--- src/hdl/hrlm_pkg.sv ---
// Shared types and constants for the HSV red-light pixel mask pipeline.
// Used by hrlm_div_stage and hsv_red_light_pixel_mask_top; no dependencies.
package hrlm_pkg;

	localparam int LVL_W   = 8;
	localparam int SIXTH_W = 11;
	localparam int NUM_W   = 17;
	localparam int DEN_W   = 9;
	localparam int QUO_W   = 8;
	localparam int HUE_WRAP = 180;

	typedef enum logic [2:0] {
		REG_RED_LOW_HUE_MAX  = 3'd0,
		REG_RED_HIGH_HUE_MIN = 3'd1,
		REG_RED_SAT_MIN      = 3'd2,
		REG_RED_VAL_MIN      = 3'd3,
		REG_BRIGHT_SAT_MAX   = 3'd4,
		REG_BRIGHT_VAL_MIN   = 3'd5,
		REG_DARK_VAL_MAX     = 3'd6,
		REG_ROI_LAST_ROW     = 3'd7
	} cfg_reg_t;

	typedef struct packed {
		logic [NUM_W-1:0] rem_s;
		logic [NUM_W-1:0] rem_h;
		logic [DEN_W-1:0] den_s;
		logic [DEN_W-1:0] den_h;
		logic [QUO_W-1:0] quo_s;
		logic [QUO_W-1:0] quo_h;
		logic [LVL_W-1:0] val;
		logic             gray;
		logic             in_roi;
	} div_t;

endpackage

--- src/hdl/hrlm_div_stage.sv ---
// One pipeline stage of the saturation and hue dividers: two restoring steps each.
// Depends on hrlm_pkg (div_t, widths).
module hrlm_div_stage #(
	parameter int TOP_BIT = 7
) (
	input  logic          clk,
	input  logic          arst_n,
	input  logic          en,
	input  logic          in_valid,
	input  hrlm_pkg::div_t in_data,
	output logic          out_valid,
	output hrlm_pkg::div_t out_data
);

	localparam int NW = hrlm_pkg::NUM_W;

	hrlm_pkg::div_t nxt;
	hrlm_pkg::div_t data_sn;
	logic           valid_sn;

	always_comb begin
		logic [NW-1:0] trial_s;
		logic [NW-1:0] trial_h;
		nxt = in_data;
		for (int i = 0; i < 2; i++) begin
			trial_s = NW'(in_data.den_s) << (TOP_BIT - i);
			trial_h = NW'(in_data.den_h) << (TOP_BIT - i);
			if (nxt.rem_s >= trial_s) begin
				nxt.rem_s = nxt.rem_s - trial_s;
				nxt.quo_s[TOP_BIT - i] = 1'b1;
			end
			if (nxt.rem_h >= trial_h) begin
				nxt.rem_h = nxt.rem_h - trial_h;
				nxt.quo_h[TOP_BIT - i] = 1'b1;
			end
		end
	end

	always_ff @(posedge clk or negedge arst_n) begin
		if (!arst_n) begin
			valid_sn <= 1'b0;
		end else if (en) begin
			valid_sn <= in_valid;
		end
	end

	always_ff @(posedge clk) begin
		if (en) begin
			data_sn <= nxt;
		end
	end

	assign out_valid = valid_sn;
	assign out_data  = data_sn;

endmodule

--- src/hdl/hsv_red_light_pixel_mask_top.sv ---
// Top level of the HSV red-light pixel mask: BGR pixel in, mask bits out.
// Depends on hrlm_pkg and hrlm_div_stage.
//
// Channel | Direction | Payload
// s_axis  | in        | blue_level, green_level, red_level, pixel_row
// m_axis  | out       | light_mask, red_hit, dark_hit
// cfg     | in        | one register write per cycle, no read-back
//
// The pipeline has 8 register stages; one pixel per cycle is sustained while m_axis_tready is high.
// The saturation and hue divisions take four stages, two quotient bits per stage.
// Each stage holds its own valid bit and loads when it is empty or its successor can move,
// so bubbles close up and input keeps flowing while a result waits, until every stage is full.
// Reset clears the valid bits and loads the threshold registers with defaults.
module hsv_red_light_pixel_mask_top #(
	parameter int ROW_BITS = 12
) (
	input  logic                clk,
	input  logic                arst_n,
	input  logic                s_axis_tvalid,
	output logic                s_axis_tready,
	// blue_level[7:0], green_level[15:8], red_level[23:16], pixel_row, zero pad
	input  logic [((24 + ROW_BITS + 7) / 8) * 8 - 1:0] s_axis_tdata,
	output logic                m_axis_tvalid,
	input  logic                m_axis_tready,
	// light_mask[0], red_hit[1], dark_hit[2], zero pad
	output logic [7:0]          m_axis_tdata,
	input  logic                cfg_wr_en,
	input  logic [2:0]          cfg_index,
	input  logic [ROW_BITS-1:0] cfg_data
);

	localparam int LW = hrlm_pkg::LVL_W;
	localparam int XW = hrlm_pkg::SIXTH_W;
	localparam int NW = hrlm_pkg::NUM_W;
	localparam int QW = hrlm_pkg::QUO_W;

	logic [LW-1:0]       red_low_hue_max_q;
	logic [LW-1:0]       red_high_hue_min_q;
	logic [LW-1:0]       red_sat_min_q;
	logic [LW-1:0]       red_val_min_q;
	logic [LW-1:0]       bright_sat_max_q;
	logic [LW-1:0]       bright_val_min_q;
	logic [LW-1:0]       dark_val_max_q;
	logic [ROW_BITS-1:0] roi_last_row_q;

	always_ff @(posedge clk or negedge arst_n) begin
		if (!arst_n) begin
			red_low_hue_max_q  <= LW'(26);
			red_high_hue_min_q <= LW'(150);
			red_sat_min_q      <= LW'(25);
			red_val_min_q      <= LW'(210);
			bright_sat_max_q   <= LW'(30);
			bright_val_min_q   <= LW'(255);
			dark_val_max_q     <= LW'(135);
			roi_last_row_q     <= ROW_BITS'(568);
		end else if (cfg_wr_en) begin
			case (hrlm_pkg::cfg_reg_t'(cfg_index))
				hrlm_pkg::REG_RED_LOW_HUE_MAX:  red_low_hue_max_q  <= cfg_data[LW-1:0];
				hrlm_pkg::REG_RED_HIGH_HUE_MIN: red_high_hue_min_q <= cfg_data[LW-1:0];
				hrlm_pkg::REG_RED_SAT_MIN:      red_sat_min_q      <= cfg_data[LW-1:0];
				hrlm_pkg::REG_RED_VAL_MIN:      red_val_min_q      <= cfg_data[LW-1:0];
				hrlm_pkg::REG_BRIGHT_SAT_MAX:   bright_sat_max_q   <= cfg_data[LW-1:0];
				hrlm_pkg::REG_BRIGHT_VAL_MIN:   bright_val_min_q   <= cfg_data[LW-1:0];
				hrlm_pkg::REG_DARK_VAL_MAX:     dark_val_max_q     <= cfg_data[LW-1:0];
				hrlm_pkg::REG_ROI_LAST_ROW:     roi_last_row_q     <= cfg_data;
				default: begin
				end
			endcase
		end
	end

	// flow control
	logic valid_s1, valid_s2, valid_s3, valid_s4, valid_s5, valid_s6, valid_s7, valid_s8;
	logic adv1, adv2, adv3, adv4, adv5, adv6, adv7, adv8;

	assign adv8 = !valid_s8 || m_axis_tready;
	assign adv7 = !valid_s7 || adv8;
	assign adv6 = !valid_s6 || adv7;
	assign adv5 = !valid_s5 || adv6;
	assign adv4 = !valid_s4 || adv5;
	assign adv3 = !valid_s3 || adv4;
	assign adv2 = !valid_s2 || adv3;
	assign adv1 = !valid_s1 || adv2;

	assign s_axis_tready = adv1;

	// stage 1: channel extremes, row test
	logic [LW-1:0] in_b, in_g, in_r;
	logic [ROW_BITS-1:0] in_row;
	logic [LW-1:0] hi_c, lo_c;
	logic          rmax_c, gmax_c;

	assign in_b   = s_axis_tdata[7:0];
	assign in_g   = s_axis_tdata[15:8];
	assign in_r   = s_axis_tdata[23:16];
	assign in_row = s_axis_tdata[24 +: ROW_BITS];

	always_comb begin
		hi_c = in_b;
		lo_c = in_b;
		if (in_g > hi_c) hi_c = in_g;
		if (in_r > hi_c) hi_c = in_r;
		if (in_g < lo_c) lo_c = in_g;
		if (in_r < lo_c) lo_c = in_r;
		rmax_c = (in_r == hi_c);
		gmax_c = !rmax_c && (in_g == hi_c);
	end

	logic [LW-1:0] b_s1, g_s1, r_s1, hi_s1, lo_s1;
	logic          rmax_s1, gmax_s1, inside_s1;

	always_ff @(posedge clk or negedge arst_n) begin
		if (!arst_n) begin
			valid_s1 <= 1'b0;
		end else if (adv1) begin
			valid_s1 <= s_axis_tvalid;
		end
	end

	always_ff @(posedge clk) begin
		if (adv1) begin
			b_s1      <= in_b;
			g_s1      <= in_g;
			r_s1      <= in_r;
			hi_s1     <= hi_c;
			lo_s1     <= lo_c;
			rmax_s1   <= rmax_c;
			gmax_s1   <= gmax_c;
			inside_s1 <= (in_row <= roi_last_row_q);
		end
	end

	// stage 2: span and raw hue sector
	logic [LW-1:0] span_c;
	logic [XW-1:0] sixth_c;

	always_comb begin
		span_c = hi_s1 - lo_s1;
		if (rmax_s1) begin
			if (g_s1 >= b_s1) begin
				sixth_c = XW'(g_s1 - b_s1);
			end else begin
				sixth_c = XW'(6) * XW'(span_c) - XW'(b_s1 - g_s1);
			end
		end else if (gmax_s1) begin
			sixth_c = XW'(b_s1) + (XW'(span_c) << 1) - XW'(r_s1);
		end else begin
			sixth_c = XW'(r_s1) + (XW'(span_c) << 2) - XW'(g_s1);
		end
	end

	logic [LW-1:0] hi_s2, span_s2;
	logic [XW-1:0] sixth_s2;
	logic          inside_s2;

	always_ff @(posedge clk or negedge arst_n) begin
		if (!arst_n) begin
			valid_s2 <= 1'b0;
		end else if (adv2) begin
			valid_s2 <= valid_s1;
		end
	end

	always_ff @(posedge clk) begin
		if (adv2) begin
			hi_s2     <= hi_s1;
			span_s2   <= span_c;
			sixth_s2  <= sixth_c;
			inside_s2 <= inside_s1;
		end
	end

	// stage 3: dividends and divisors
	hrlm_pkg::div_t div_c, div_s3, div_s4, div_s5, div_s6, div_s7;

	always_comb begin
		div_c.rem_s  = (NW'(span_s2) << 9) - (NW'(span_s2) << 1) + NW'(hi_s2);
		div_c.rem_h  = (NW'(sixth_s2) << 6) - (NW'(sixth_s2) << 2) + NW'(span_s2);
		div_c.den_s  = {hi_s2, 1'b0};
		div_c.den_h  = {span_s2, 1'b0};
		div_c.quo_s  = '0;
		div_c.quo_h  = '0;
		div_c.val    = hi_s2;
		div_c.gray   = (span_s2 == '0);
		div_c.in_roi = inside_s2;
	end

	always_ff @(posedge clk or negedge arst_n) begin
		if (!arst_n) begin
			valid_s3 <= 1'b0;
		end else if (adv3) begin
			valid_s3 <= valid_s2;
		end
	end

	always_ff @(posedge clk) begin
		if (adv3) begin
			div_s3 <= div_c;
		end
	end

	// stages 4 to 7: quotient bits 7..0
	hrlm_div_stage #(.TOP_BIT(7)) u_div4 (
		.clk(clk), .arst_n(arst_n), .en(adv4), .in_valid(valid_s3), .in_data(div_s3),
		.out_valid(valid_s4), .out_data(div_s4)
	);
	hrlm_div_stage #(.TOP_BIT(5)) u_div5 (
		.clk(clk), .arst_n(arst_n), .en(adv5), .in_valid(valid_s4), .in_data(div_s4),
		.out_valid(valid_s5), .out_data(div_s5)
	);
	hrlm_div_stage #(.TOP_BIT(3)) u_div6 (
		.clk(clk), .arst_n(arst_n), .en(adv6), .in_valid(valid_s5), .in_data(div_s5),
		.out_valid(valid_s6), .out_data(div_s6)
	);
	hrlm_div_stage #(.TOP_BIT(1)) u_div7 (
		.clk(clk), .arst_n(arst_n), .en(adv7), .in_valid(valid_s6), .in_data(div_s6),
		.out_valid(valid_s7), .out_data(div_s7)
	);

	// stage 8: hue wrap, thresholds, output register
	logic [QW-1:0] hue_c, sat_c;
	logic          red_c, bright_c, dark_c, mask_c;

	always_comb begin
		if (div_s7.gray) begin
			hue_c = '0;
			sat_c = '0;
		end else begin
			sat_c = div_s7.quo_s;
			if (div_s7.quo_h >= QW'(hrlm_pkg::HUE_WRAP)) begin
				hue_c = div_s7.quo_h - QW'(hrlm_pkg::HUE_WRAP);
			end else begin
				hue_c = div_s7.quo_h;
			end
		end
		red_c = (sat_c >= red_sat_min_q) && (div_s7.val >= red_val_min_q) &&
			((hue_c <= red_low_hue_max_q) || (hue_c >= red_high_hue_min_q));
		bright_c = (sat_c <= bright_sat_max_q) && (div_s7.val >= bright_val_min_q);
		dark_c   = (div_s7.val <= dark_val_max_q);
		mask_c   = (red_c || bright_c) && div_s7.in_roi;
	end

	logic [2:0] res_s8;

	always_ff @(posedge clk or negedge arst_n) begin
		if (!arst_n) begin
			valid_s8 <= 1'b0;
		end else if (adv8) begin
			valid_s8 <= valid_s7;
		end
	end

	always_ff @(posedge clk) begin
		if (adv8) begin
			res_s8 <= {dark_c, red_c, mask_c};
		end
	end

	assign m_axis_tvalid = valid_s8;
	assign m_axis_tdata  = {5'b00000, res_s8};

endmodule

--- config.mk ---
export PLATFORM = sky130hd
export DESIGN_NAME = hsv_red_light_pixel_mask_top
export DESIGN_NICKNAME = d
export VERILOG_FILES = /design/src/hdl/hrlm_pkg.sv /design/src/hdl/hrlm_div_stage.sv /design/src/hdl/hsv_red_light_pixel_mask_top.sv
export SDC_FILE = /design/constraint.sdc
export NUM_CORES = 1
export LEC_CHECK = 0
export ABC_AREA = 1
export BUFFER_PORTS_ARGS = -buffer_cell sky130_fd_sc_hd__buf_2
export CORE_ASPECT_RATIO = 1.25
export CORE_MARGIN = 2
export CORE_UTILIZATION = 64
export DETAILED_ROUTE_END_ITERATION = 6
export GPL_ROUTABILITY_DRIVEN = 1
export GPL_TIMING_DRIVEN = 0
export HOLD_SLACK_MARGIN = 0.1
export PLACE_DENSITY = 0.81
export RECOVER_POWER = 25
export SLEW_MARGIN = 25
export SYNTH_ARGS = -nofsm -noshare
export SYNTH_HDL_FRONTEND = slang
export SYNTH_SLANG_ARGS = --single-unit
--- constraint.sdc ---
create_clock -name clk -period 14 [get_ports clk]
set_input_delay 2.1 -clock clk [delete_from_list [all_inputs] [get_ports clk]]
set_output_delay 2.1 -clock clk [all_outputs]
set_load 0.005 [all_outputs]
==> results of run 1 <==
==> metal layers <==
layer / GRT usage [%] / wire [um] / share of wire (%)
met3: 3.65 / 2650 / 3.8
met2: 56.5 / 36600 / 52
met4: 15.4 / 3750 / 5.3
met5: 0 / 0 / 0
met1: 33.2 / 27200 / 39
==> cells in the mapped netlist, drive strengths merged (18+ instances only) <==
library cell	count	area, um^2
a21oi	222	1110
buf	18	145
clkbuf	26	97.6
dfrtp	42	1050
dfstp	34	893
edfxtp	320	9610
fa	36	721
ha	309	3870
inv	528	1980
nand2	859	3270
nand3	212	1130
nand4	51	325
nor2	216	861
nor3	39	223
o21ai	258	1300
xnor2	57	499
xor2	94	823
==> critical path, cell delays in order <==
cell	delay [ns]
sky130_fd_sc_hd__buf_2	0.07
sky130_fd_sc_hd__nor2_1	0.03
sky130_fd_sc_hd__inv_1	0.14
sky130_fd_sc_hd__nor2_1	0.08
sky130_fd_sc_hd__inv_2	0.43
sky130_fd_sc_hd__nor2_1	0.15
sky130_fd_sc_hd__inv_4	0.56
sky130_fd_sc_hd__nor2_1	0.16
sky130_fd_sc_hd__inv_4	0.55
sky130_fd_sc_hd__nor2_1	0.11
sky130_fd_sc_hd__inv_2	0.45
sky130_fd_sc_hd__buf_12	0.26
sky130_fd_sc_hd__nor2_1	0.07
sky130_fd_sc_hd__inv_2	0.39
sky130_fd_sc_hd__nor2_1	0.17
sky130_fd_sc_hd__nand2_2	0.34
sky130_fd_sc_hd__buf_12	0.25
sky130_fd_sc_hd__buf_2	0.15
==> cell families (layout without fill, tap and decap cells) <==
kind of cell	count (synthesis)	in the layout	synth area share, %
simple gates	1409	1409	20.9
buf+inv	573	708	7.72
compound gates	571	571	10.9
flops	396	396	40.0
fa+ha+maj	345	345	15.9
xor+xnor	151	151	4.58
other cells	1	6	0.0130
==> how the worst min path moves through the flow <==
stage | endpoint | slack, ns | cells after the start
4_1_cts | u_div6.out_data[1] | 0.41 | 0
2_1_floorplan | div_s3[0] | 0.40 | 0
5_1_grt | u_div6.out_data[1] | 0.41 | 0
6_report | u_div6.out_data[15] | 0.42 | 0
3_3_place_gp | u_div7.out_data[14] | 0.40 | 0
3_5_place_dp | u_div6.out_data[15] | 0.40 | 0
==> registers in the layout (all words and copies together), names as in the netlist, 11 cells and up <==
signal,cells
u_div6.out_data,61
u_div4.out_data,53
u_div5.out_data,57
u_div7.out_data,26
roi_last_row_q,12
div_s3,49
sixth_s2,11
==> metrics by stage <==
step / cell area (um^2) / std cells
final: 31300 / 4164
after detailed placement: 30000 / 4092
after CTS: 31300 / 4163
after floorplan: 28900 / 3450
after global placement: 29900 / 4088
after global routing: 31300 / 4163
==> layout make-up <==
| class | count | share of cell area [%] |
|---|---|---|
| diodes | 1 | 0.00800 |
| plain buffers | 44 | 0.776 |
| clock buffers | 49 | 3.48 |
| clock inverters | 22 | 0.684 |
| inverters | 529 | 6.37 |
| multi-input cells | 2481 | 48.3 |
| flip-flops and latches | 396 | 37.0 |
| well taps | 578 | 2.31 |
| repair buffers | 64 | 1.12 |
==> results.md, run 1 <==
- The flow ran to the end, but the final reports show violations.
- The final reports fail on capacitance limit, slew limit.
- The post-CTS resize count is 0.
- The arrival time reported for the critical path endpoint is roughly 6.5 ns.
- The clock transition at the register clock pins on the worst setup and hold paths after CTS is ~0.060 ns.
- The worst setup path is captured at a primary output.
- The final-report hold violation count is 0.
- The max-capacitance violation count is 1.
- The library cell used most frequently in the layout, excluding fill and tap cells, is sky130_fd_sc_hd__nand2_1.
- The setup skew after layout is about 0.014 ns.
- The mapped netlist covers 0.0289 mm^2.
- Entering global routing, the biggest net connects 64 pins.
- The startpoint identified for the worst register-to-register timing path is hi_s1[0].
- The number of sinks on the clock net is 396.
- Static timing analysis puts the maximum clock frequency at between 0.1 and 0.15 GHz.
- The worst slew margin relative to its limit is -62.6%.
- For this block, the routed nets add up to 70300 um of wire.
- After detailed routing, the average wire length per cell comes to about 17 um.
- The initial DRC count is roughly 1.4k.
- The most instantiated flip-flop cell in the synthesis netlist is sky130_fd_sc_hd__edfxtp_1.
- The path type of the worst setup path is in2out.
- The overall die height is approximately 240 um.
- The share of synthesized flip-flops with an asynchronous set or reset is a little under a fifth.
- The routed layout has 23.7k vias.
- Clock tree synthesis inserted a total of 39 buffers.
- Of all nets on the critical path, the largest fanout is 63.
- 70 I/O pins were placed.
- The average via count per standard cell is 5.68.
- The root buffer cell chosen for the clock tree is sky130_fd_sc_hd__clkbuf_16.
- The initial antenna violation count came to 0.
- After global routing the overflow that remains totals 0.
- The CTS tree is built.
- Counting flops with a built-in enable in the synthesized netlist gives 320.
- The worst setup path is launched from a primary input.
- Across every metal layer, demand over resource in global routing totals 30.0%.
- The later pin in the worst-skew pair is clocked with a latency of about 0.57 ns.
- The post-route setup TNS is 0 ns.
- The final layout contains approximately 4k nets.
- In the post-route analysis, the smallest setup slack over all paths is ~5.4 ns.
- The routability-driven placement congestion ratio is 1.01.
- The via count of the first global-routing pass is around 24k.
- The worst reg2reg path depth is 24.
- The library cells used most frequently in the layout, excluding fill and tap cells, are 841 x sky130_fd_sc_hd__nand2_1, 516 x sky130_fd_sc_hd__inv_1, 320 x sky130_fd_sc_hd__edfxtp_1.
- In this run the standard cell core region covers between 0.04 and 0.05 mm^2.
- The worst hold path belongs to the class reg2reg.
- Setup violations remaining at the end of the flow were counted as 0.
- The initial utilization of the core area, before any placement, comes to 64.4%.
- The portion of the clock cycle consumed by the worst path in the final layout is 61.7%.
- Prior to clock tree synthesis, the placed netlist has a worst setup slack of approximately 5 ns.
- Tracing the worst setup path back leads to its startpoint at m_axis_tready.
- After synthesis the netlist holds a flip-flop and latch count of between 300 and 400.
- In the final layout, the multi-input gates occupy about 0.015 mm^2.
- The final standard cell utilization of the core is between 60% and 70%.
- The fraction of final layout cells sized beyond drive strength 1 is just over 6%.
- The number of hold buffers added after CTS was 0.
- The maximum count of clock buffers along a single path is 3.
- The worst register-to-register path ends at sixth_s2[10].
- The worst path needs around 8.6 ns of the cycle, external delays included.
- Counting the fill cells in the layout gives about 3.5k.
- Hold is met by between 0.4 and 0.5 ns.
- The die width is between 150 and 200 um.
- The register area share after synthesis is 40.0%.
- In this run the remaining antenna-violating nets after routing total 0.
- The total half-perimeter wirelength after legalization and detailed placement is about 56000 um.
- At the pin with the least slew margin, the transition time is 2.44 ns.
- The data required time of the critical path is about 12 ns.
- The first global-routing pass estimated around 110000 um of wire.
- The number of slew-limit violations in the final report is 45.
- The gate count of the mapped netlist is 3446.
- The relative area change from synthesis to final layout is 8.30%.
- The die area is roughly 0.047 mm^2.
- The worst hold path begins at u_div5.out_data[15].
- The first-pass iteration count of the detailed router is 6.
- The number of buffers inserted to repair setup after CTS is 0.
- The Yosys step of the flow raised 0 warnings.
- In this run, distinct cell masters in the synthesized netlist total just under 70.
- The sequential standard cell area is 0.0116 mm^2.
- The average instance in the mapped netlist occupies 8.38 um^2.
- After detailed routing, the number of remaining DRC violations is 0.
- Port buffering added 60 buffers.
- The deepest level of the CTS H-tree is 2.
- The capturing instance or port of the critical path is s_axis_tready.
- Setup repair after global routing left no endpoint under its margin.
- After floorplanning, the core was divided into 87 placement rows.
- Across all register-to-register paths, the minimum setup slack is about 8.9 ns.
Power of run 1 is left out: the tool's default activity adds up to more than one toggle a clock period on the data nets, which glitch-free logic cannot reach.
==> inputs of run 2 (changes only) <==
- clock period: 14 -> 8.7 ns (I/O delays scaled with it)
==> run 2 against run 1 <==
Register-to-register slack lost 5.6 ns. Routed wire length rose by 1.3%. First-iteration DRC count shrank 3.9%. Design area is 0.20% higher. Clock-buffer cell count shrank 5. Highest routed layer unchanged. Die area unchanged. The flow finishes with violations (DRC, capacitance limit, slew limit). Global-route usage down 0.063 points. Clock skew up 0.017 ns. Critical path depth grew 2. Via count up 0.69%.
==> results.md, run 2 (same netlist as run 1, synthesis figures left out) <==
- The pin count of the biggest net entering global routing was 41 (-36%).
- The worst-skew pair later-pin latency is 0.57 ns (about the same).
- The via count of the first global-routing pass is 23.4k (-0.94%).
- The data required time of the critical path is 7.39 ns (-4.51 ns).
- The commonest non-fill, non-tap cell in the layout is sky130_fd_sc_hd__nand2_1.
- The worst-case hold slack was 0.414 ns (-0.00195 ns).
- The relative area change from synthesis to final layout is 8.52%.
- The final critical path time including I/O delays and setup is a little under 8 ns.
- The fmax is 0.130 GHz.
- The all-layer global routing usage is 29.9% (-0.063 points).
- The setup skew after layout is 0.0306 ns (+0.0167 ns).
- The highest cell delay on the worst timing path was 0.56 ns (about the same).
- The first-pass iteration count of the detailed router was 7 (+1).
- The number of slew-limit violations in the final report is 37 (-18%).
- The worst hold path belongs to the class reg2reg.
- The number of DRC violations after detailed routing came to 2 (+2).
- The cell with the largest stage delay on the worst path is sky130_fd_sc_hd__clkinvlp_4.
- The slew at the pin closest to its max-slew limit came to 2.09 ns (-0.347 ns).
- Traced cell by cell, the critical path runs through buf_2 > nor2_1 > inv_1 > nor2_1 > inv_2 > nor2_1 > clkinvlp_4 > buf_12 > nor2_1 > clkinvlp_4 > buf_12 > nor2_1 > inv_2 > buf_12 > nor2_1 > inv_2 > nor2_1 > nand2_2 > buf_12 > buf_2.
- The total clock buffers created by CTS was 39 (unchanged).
- The count of endpoints failing setup in the final report is 0 (unchanged).
- The overall die height is 241 um (unchanged).
- STA classifies the critical path endpoint as a primary output.
- The total half-perimeter wirelength after legalization and detailed placement is 57000 um (+1.0%).
- The flow ran to the end, but the final reports show violations.
- The clock transition at the register clock pins on the worst setup and hold paths after CTS is 0.06 ns (about the same).
- The arrival time reported for the critical path endpoint is 6.39 ns (-0.15 ns).
- STA classifies the critical path startpoint as a primary input.
- The remaining global-route overflow is 0 (unchanged).
- The initial antenna violation count was 0 (unchanged).
- The critical path is of the in2out type.
- The area of combinational cells with multiple inputs was 0.0151 mm^2 (about the same).
- The fraction of final layout cells sized beyond drive strength 1 is 6.41% (+0.19 points).
- The final-report hold violation count is 0 (unchanged).
- The sequential standard cell area is 0.0116 mm^2 (unchanged).
- The number of fill cells is 3517 (-0.87%).
- The deepest level of the CTS H-tree is 2 (unchanged).
- The routed wire length per instance is 17.1 um (+1.2%).
- The die width is 194 um (unchanged).
- The first-pass GRT wire length is 113000 um (-0.33%).
- The number of buffers inserted to repair setup after CTS is 0 (unchanged).
- The count of hold-fix buffers inserted at cts is 0 (unchanged).
- The die area is 0.0468 mm^2 (unchanged).
- The critical path's most frequent cell is sky130_fd_sc_hd__nor2_1.
- The final layout net count was 3962 (+0.051%).
- The max-capacitance violation count is 1 (unchanged).
- The met1 track demand over resource was 33.8% (+0.61 points).
- TritonCTS built the clock tree.
- The checks that failed: DRC, capacitance limit, slew limit.
- The starting density of the core was 64.4% (unchanged).
- The total of buffers placed on input and output ports is 60 (unchanged).
- The count of boundary I/O pins was 70 (unchanged).
- The average via count per standard cell came to 5.72 (+0.64%).
- Setup repair after global routing left no endpoint under its margin.
- The met3 track utilization from global routing came to 2.78% (-0.86 points).
- The met2 routing resource usage after global routing is 55.8% (-0.69 points).
- The number of vias in the routed layout is 23.8k (+0.69%).
- The tree is rooted in a sky130_fd_sc_hd__clkbuf_16.
- The routability-driven placement congestion ratio is 0.997 (-1.1%).
- The number of flip-flops in the largest register is 61 (unchanged).
- The initial DRC count was 1323 (-3.9%).
- In this run the most used layer during global routing was met2.
- The top cell types in the final layout, fill and taps aside, are 840 x sky130_fd_sc_hd__nand2_1, 516 x sky130_fd_sc_hd__inv_1, 320 x sky130_fd_sc_hd__edfxtp_1.
- The post-CTS resize count was 0 (unchanged).
- The worst slew margin relative to its limit is -39.4% (+23 points).
- The placeable core area is 0.0448 mm^2 (unchanged).
- The highest net fanout along the worst path is 34 (-46%).
- The total routed wirelength is 71200 um (+1.3%).
- The maximum count of clock buffers along a single path is 3 (unchanged).
- The count of standard-cell rows is 87 (unchanged).
- The number of sinks on the clock net is 396 (unchanged).
- The total inserted antenna cells is 0 (-1).
- The number of nets with antenna violations after routing is 0 (unchanged).
- The worst path uses 88.5% of the clock period.
[run 2: final timing paths]
path | cells past startpoint | slack, ns | startpoint | end
worst min-delay path | 0 | 0.41 | u_div4.out_data[0] | u_div5.out_data[0]
worst min register to register | 0 | 0.41 | u_div4.out_data[0] | u_div5.out_data[0]
min in group asynchronous | 1 | 1.33 | arst_n | roi_last_row_q[0]
worst max register to register | 19 | 3.24 | m_axis_tvalid | b_s1[0]
worst max-delay path | 20 | 1.00 | m_axis_tready | s_axis_tready
max in group asynchronous | 1 | 6.15 | arst_n | u_div7.out_valid
[run 2: cell type report]
type / count / area share [%]
Multi-Input combinational cell: 2481 / 48.2
Sequential cell: 396 / 36.9
Inverter: 529 / 6.36
Clock buffer: 44 / 3.18
Tap cell: 578 / 2.31
Timing Repair Buffer: 66 / 1.27
Clock inverter: 28 / 1.02
Buffer: 44 / 0.775
[run 2: per-layer routing]
layer | vias to the layer above | part of all wire [%] | routed length, um
met3 | 215 | 4.1 | 2890
met2 | 737 | 51 | 36600
met1 | 11100 | 39 | 27700
met4 | 0 | 5.5 | 3910
met5 | - | 0 | 0
li1 | 11700 | - | -
[run 2: critical path: cells and delay by family]
family | cells | cell delay [ns]
buffers and inverters | 12 | 3.48
and+or+nand+nor | 8 | 1.52
[run 2: stage by stage]
step	utilization [%]	area, um^2	setup TNS [ns]	worst slack [ns]	instances
after CTS	69.9	31400	0	0.612	4166
after floorplan	-	28900	0	0.190	3450
after global routing	69.9	31300	0	0.518	4166
after global placement	66.7	29900	-43.50	-1.96	4088
after detailed placement	67.0	30000	0	0.637	4094
final	69.9	31300	0	1.00	4166
Power of run 2 is left out for the same reason.
==> inputs of run 3 (changes only) <==
- ABC_AREA: 1 -> 0
==> run 3 against run 2 <==
Die area fell by 2.7%. Utilization grew 0.81 points. Highest routed layer unchanged. Largest cell class unchanged. Via count down 15%. The flow finishes with violations (capacitance limit, slew limit). Design area down 2.6%.
==> results.md, run 3 <==
- The total half-perimeter wirelength after legalization and detailed placement is 48500 um (-15%).
- The portion of synthesized cell area occupied by the leading cell type is 34.2% (+0.94 points).
- The worst reg2reg path depth is 16 (-3).
- The all-layer global routing usage is 27.6% (-2.3 points).
- The data required time of the critical path is 9.00 ns (+1.61 ns).
- The met1 track demand over resource came to 27.5% (-6.3 points).
- The first-pass iteration count of the detailed router is 5 (-2).
- The final layout net count is 3174 (-20%).
- The average instance area after synthesis is 10.5 um^2 (+26%).
- The highest net fanout along the worst path is 10 (-71%).
- The destination of the worst register-to-register timing path is u_div5.out_data[55].
- The critical path is of the reg2reg type.
- The number of enable flip-flop cells after synthesis was 320 (unchanged).
- The run finished, with violations left.
- The setup skew after layout is 0.0153 ns (-0.0154 ns).
- After synthesis, the cell types taking the most area are sky130_fd_sc_hd__edfxtp_1 34%, sky130_fd_sc_hd__ha_1 14%, sky130_fd_sc_hd__inv_1 4.0%, sky130_fd_sc_hd__dfrtp_1 3.7%, sky130_fd_sc_hd__xnor2_1 3.6%.
- The number of DRC violations after detailed routing is 0 (-2).
- The placeable core area is 0.0432 mm^2 (-3.7%).
- The worst-skew pair later-pin latency is 0.57 ns (about the same).
- The pin count of the biggest net entering global routing is 55 (+34%).
- In the post-synthesis netlist, the cell with the most instances is sky130_fd_sc_hd__edfxtp_1.
- The fmax came to 0.181 GHz (+40%).
- The met3 track utilization from global routing was 2.97% (+0.19 points).
- The checks that failed: capacitance limit, slew limit.
- In this run the most used layer during global routing was met2.
- Leaving out fill and tap cells, the most frequent cell in the layout is sky130_fd_sc_hd__edfxtp_1.
- The number of warnings reported in the yosys synthesis log was 0 (unchanged).
- The count of hold-fix buffers inserted at cts was 0 (unchanged).
- The total clock buffers created by CTS is 40 (+2.6%).
- The first-pass GRT wire length is 101000 um (-10%).
- The clock transition at the register clock pins on the worst setup and hold paths after CTS is 0.07 ns (about the same).
- The count of boundary I/O pins is 70 (unchanged).
- The initial DRC count is 1114 (-16%).
- The worst slew margin relative to its limit was -80.6% (-41 points).
- The starting density of the core is 65.0% (+0.66 points).
- The worst setup path is launched from a flop.
- The portion of the clock cycle consumed by the worst path in the final layout is 63.3% (-25 points).
- In the synthesized netlist the dominant register cell turns out to be sky130_fd_sc_hd__edfxtp_1.
- The number of sinks on the clock net is 396 (unchanged).
- The synthesis-stage register bit count is 396 (unchanged).
- The final design area excluding fillers came to 0.0305 mm^2 (-2.6%).
- The overall die height is 238 um (-1.4%).
- The post-detailed-placement cell area is 0.0292 mm^2 (-2.7%).
- Counting instances in the post-synthesis netlist gives the leading cell types as 320 x sky130_fd_sc_hd__edfxtp_1, 309 x sky130_fd_sc_hd__ha_1, 302 x sky130_fd_sc_hd__inv_1, 169 x sky130_fd_sc_hd__a21oi_1, 167 x sky130_fd_sc_hd__nor2_1.
- The final critical path time including I/O delays and setup is 5.51 ns (-2.19 ns).
- The die area is 0.0456 mm^2 (-2.7%).
- The remaining global-route overflow is 0 (unchanged).
- The top cell types in the final layout, fill and taps aside, are 320 x sky130_fd_sc_hd__edfxtp_1, 309 x sky130_fd_sc_hd__ha_1, 300 x sky130_fd_sc_hd__inv_1.
- The number of fill cells is 3155 (-10%).
- The launch point of the worst reg-to-reg path is u_div4.out_data[45].
- The worst-case hold slack was 0.410 ns (-0.00398 ns).
- The initial antenna violation count came to 1 (+1).
- The total of buffers placed on input and output ports was 57 (-5.0%).
- The biggest area contributor in the post-synthesis netlist is sky130_fd_sc_hd__edfxtp_1.
- The fraction of final layout cells sized beyond drive strength 1 came to 10.8% (+4.4 points).
- The met2 routing resource usage after global routing is 54.6% (-1.3 points).
- The max-capacitance violation count was 1 (unchanged).
- The number of vias in the routed layout is 20.3k (-15%).
- The worst-case register-to-register setup slack was 3.19 ns (-0.05 ns).
- The post-CTS resize count came to 0 (unchanged).
- The combined area of all synthesized cells was 0.0281 mm^2 (-2.7%).
- The number of flip-flops in the largest register is 61 (unchanged).
- Setup repair after global routing left no endpoint under its margin.
- The average via count per standard cell came to 6.03 (+5.5%).
- The share of synthesized flip-flops with an asynchronous set or reset is 19.2% (unchanged).
- The type of the most critical hold path is reg2reg.
- The total routed wirelength is 61300 um (-14%).
- The relative area change from synthesis to final layout is 8.67%.
- TritonCTS built the clock tree.
- The arrival time reported for the critical path endpoint is 5.82 ns (-0.57 ns).
- The final-report hold violation count is 0 (unchanged).
- The routability-driven placement congestion ratio is 0.904 (-9.3%).
- The register area share after synthesis is 41.1% (+1.1 points).
- The number of slew-limit violations in the final report was 51 (+38%).
- The slew at the pin closest to its max-slew limit came to 2.71 ns (+0.617 ns).
- The final standard cell utilization of the core is 70.7% (+0.81 points).
- The die width is 191 um (-1.3%).
- The number of distinct library cells after synthesis is 102 (+50%).
- The deepest level of the CTS H-tree came to 2 (unchanged).
- The kind of end point of the critical path is a flop.
- The cell sitting at the root of the clock tree is a sky130_fd_sc_hd__clkbuf_16.
- The gate count of the mapped netlist is 2662 (-23%).
- The path with the worst hold slack has its endpoint at u_div7.out_data[17].
- The via count of the first global-routing pass is 21.3k (-8.7%).
- The post-route setup TNS is 0 ns (unchanged).
- The routed wire length per instance was 18.2 um (+6.7%).
- The count of endpoints failing setup in the final report was 0 (unchanged).
- The worst hold path startpoint is u_div6.out_data[17].
- The maximum count of clock buffers along a single path is 3 (unchanged).
- The depth of the worst hold-timing path is 0 (unchanged).
- The count of standard-cell rows was 85 (-2.3%).
- The number of nets with antenna violations after routing is 0 (unchanged).
- The number of buffers inserted to repair setup after CTS came to 0 (unchanged).
## run 3: cell count changes after synthesis, moves of 59 or more
cell | previous run | this run
sky130_fd_sc_hd__xnor2_1 | 57 | 116
sky130_fd_sc_hd__o21ai_0 | 247 | 144
sky130_fd_sc_hd__nand2_1 | 841 | 100
sky130_fd_sc_hd__inv_1 | 522 | 302
sky130_fd_sc_hd__mux2_2 | 0 | 87
sky130_fd_sc_hd__nand3_1 | 202 | 41
## run 3: worst max-delay path by stage
stage | startpoint | endpoint | slack [ns] | cells after the start
after floorplan | m_axis_tready | s_axis_tready | 3.01 | 6
after global placement | m_axis_tready | s_axis_tready | 1.23 | 8
after detailed placement | s_axis_tdata[6] | gmax_s1 | 3.04 | 19
after CTS | u_div4.out_data[45] | u_div5.out_data[55] | 3.14 | 16
after global routing | u_div4.out_data[45] | u_div5.out_data[55] | 2.84 | 16
final | u_div4.out_data[45] | u_div5.out_data[55] | 3.19 | 16
## run 3: logic make-up (layout without fill, tap and decap cells)
kind of cell	count (synthesis)	in the layout	synth area share [%]
flops	396	396	41.1
buf+inv	349	484	4.84
compound gates	625	625	14.6
xor+xnor	172	172	5.36
simple gates	624	624	11.7
other cells	1	6	0.0134
mux	147	147	5.87
fa+ha+maj	348	348	16.4
## run 3: worst max-delay path, stage by stage (launching register included)
cell                       delay [ns]
sky130_fd_sc_hd__edfxtp_1        0.43
sky130_fd_sc_hd__or4_4           0.58
sky130_fd_sc_hd__nor4_2          0.40
sky130_fd_sc_hd__a211oi_2        0.19
sky130_fd_sc_hd__nand3_2         0.18
sky130_fd_sc_hd__buf_1           0.38
sky130_fd_sc_hd__a21oi_1         0.23
sky130_fd_sc_hd__fa_1            0.46
sky130_fd_sc_hd__a21o_1          0.18
sky130_fd_sc_hd__a21oi_1         0.23
sky130_fd_sc_hd__nor2b_1         0.09
sky130_fd_sc_hd__o21a_1          0.19
sky130_fd_sc_hd__o41ai_1         0.66
sky130_fd_sc_hd__and3b_1         0.30
sky130_fd_sc_hd__and4_4          0.26
sky130_fd_sc_hd__buf_6           0.17
sky130_fd_sc_hd__mux2_4          0.31
## run 3: stage by stage
step | worst slack [ns] | std cells
after floorplan | 3.01 | 2666
after global placement | 1.23 | 3288
after detailed placement | 3.04 | 3292
after CTS | 3.14 | 3366
after global routing | 2.84 | 3366
final | 3.19 | 3367
## run 3: routing by layer
layer,up-vias,share of wire [%],routed length (um)
li1,9909,-,-
met1,9710,36,22200
met2,493,55,33700
met3,207,3.1,1920
met4,0,5.7,3470
met5,-,0,0
## run 3: cell type report
type	count	area (um^2)	share of cell area, %
diodes	1	2.50	0.00820
plain buffers	43	205	0.672
clock buffers	52	1130	3.70
clock inverters	22	209	0.685
inverters	306	1150	3.78
multi-input cells	1921	15200	49.9
flip-flops and latches	396	11600	37.9
well taps	565	707	2.32
repair buffers	61	325	1.07
Power of run 3 is left out for the same reason.
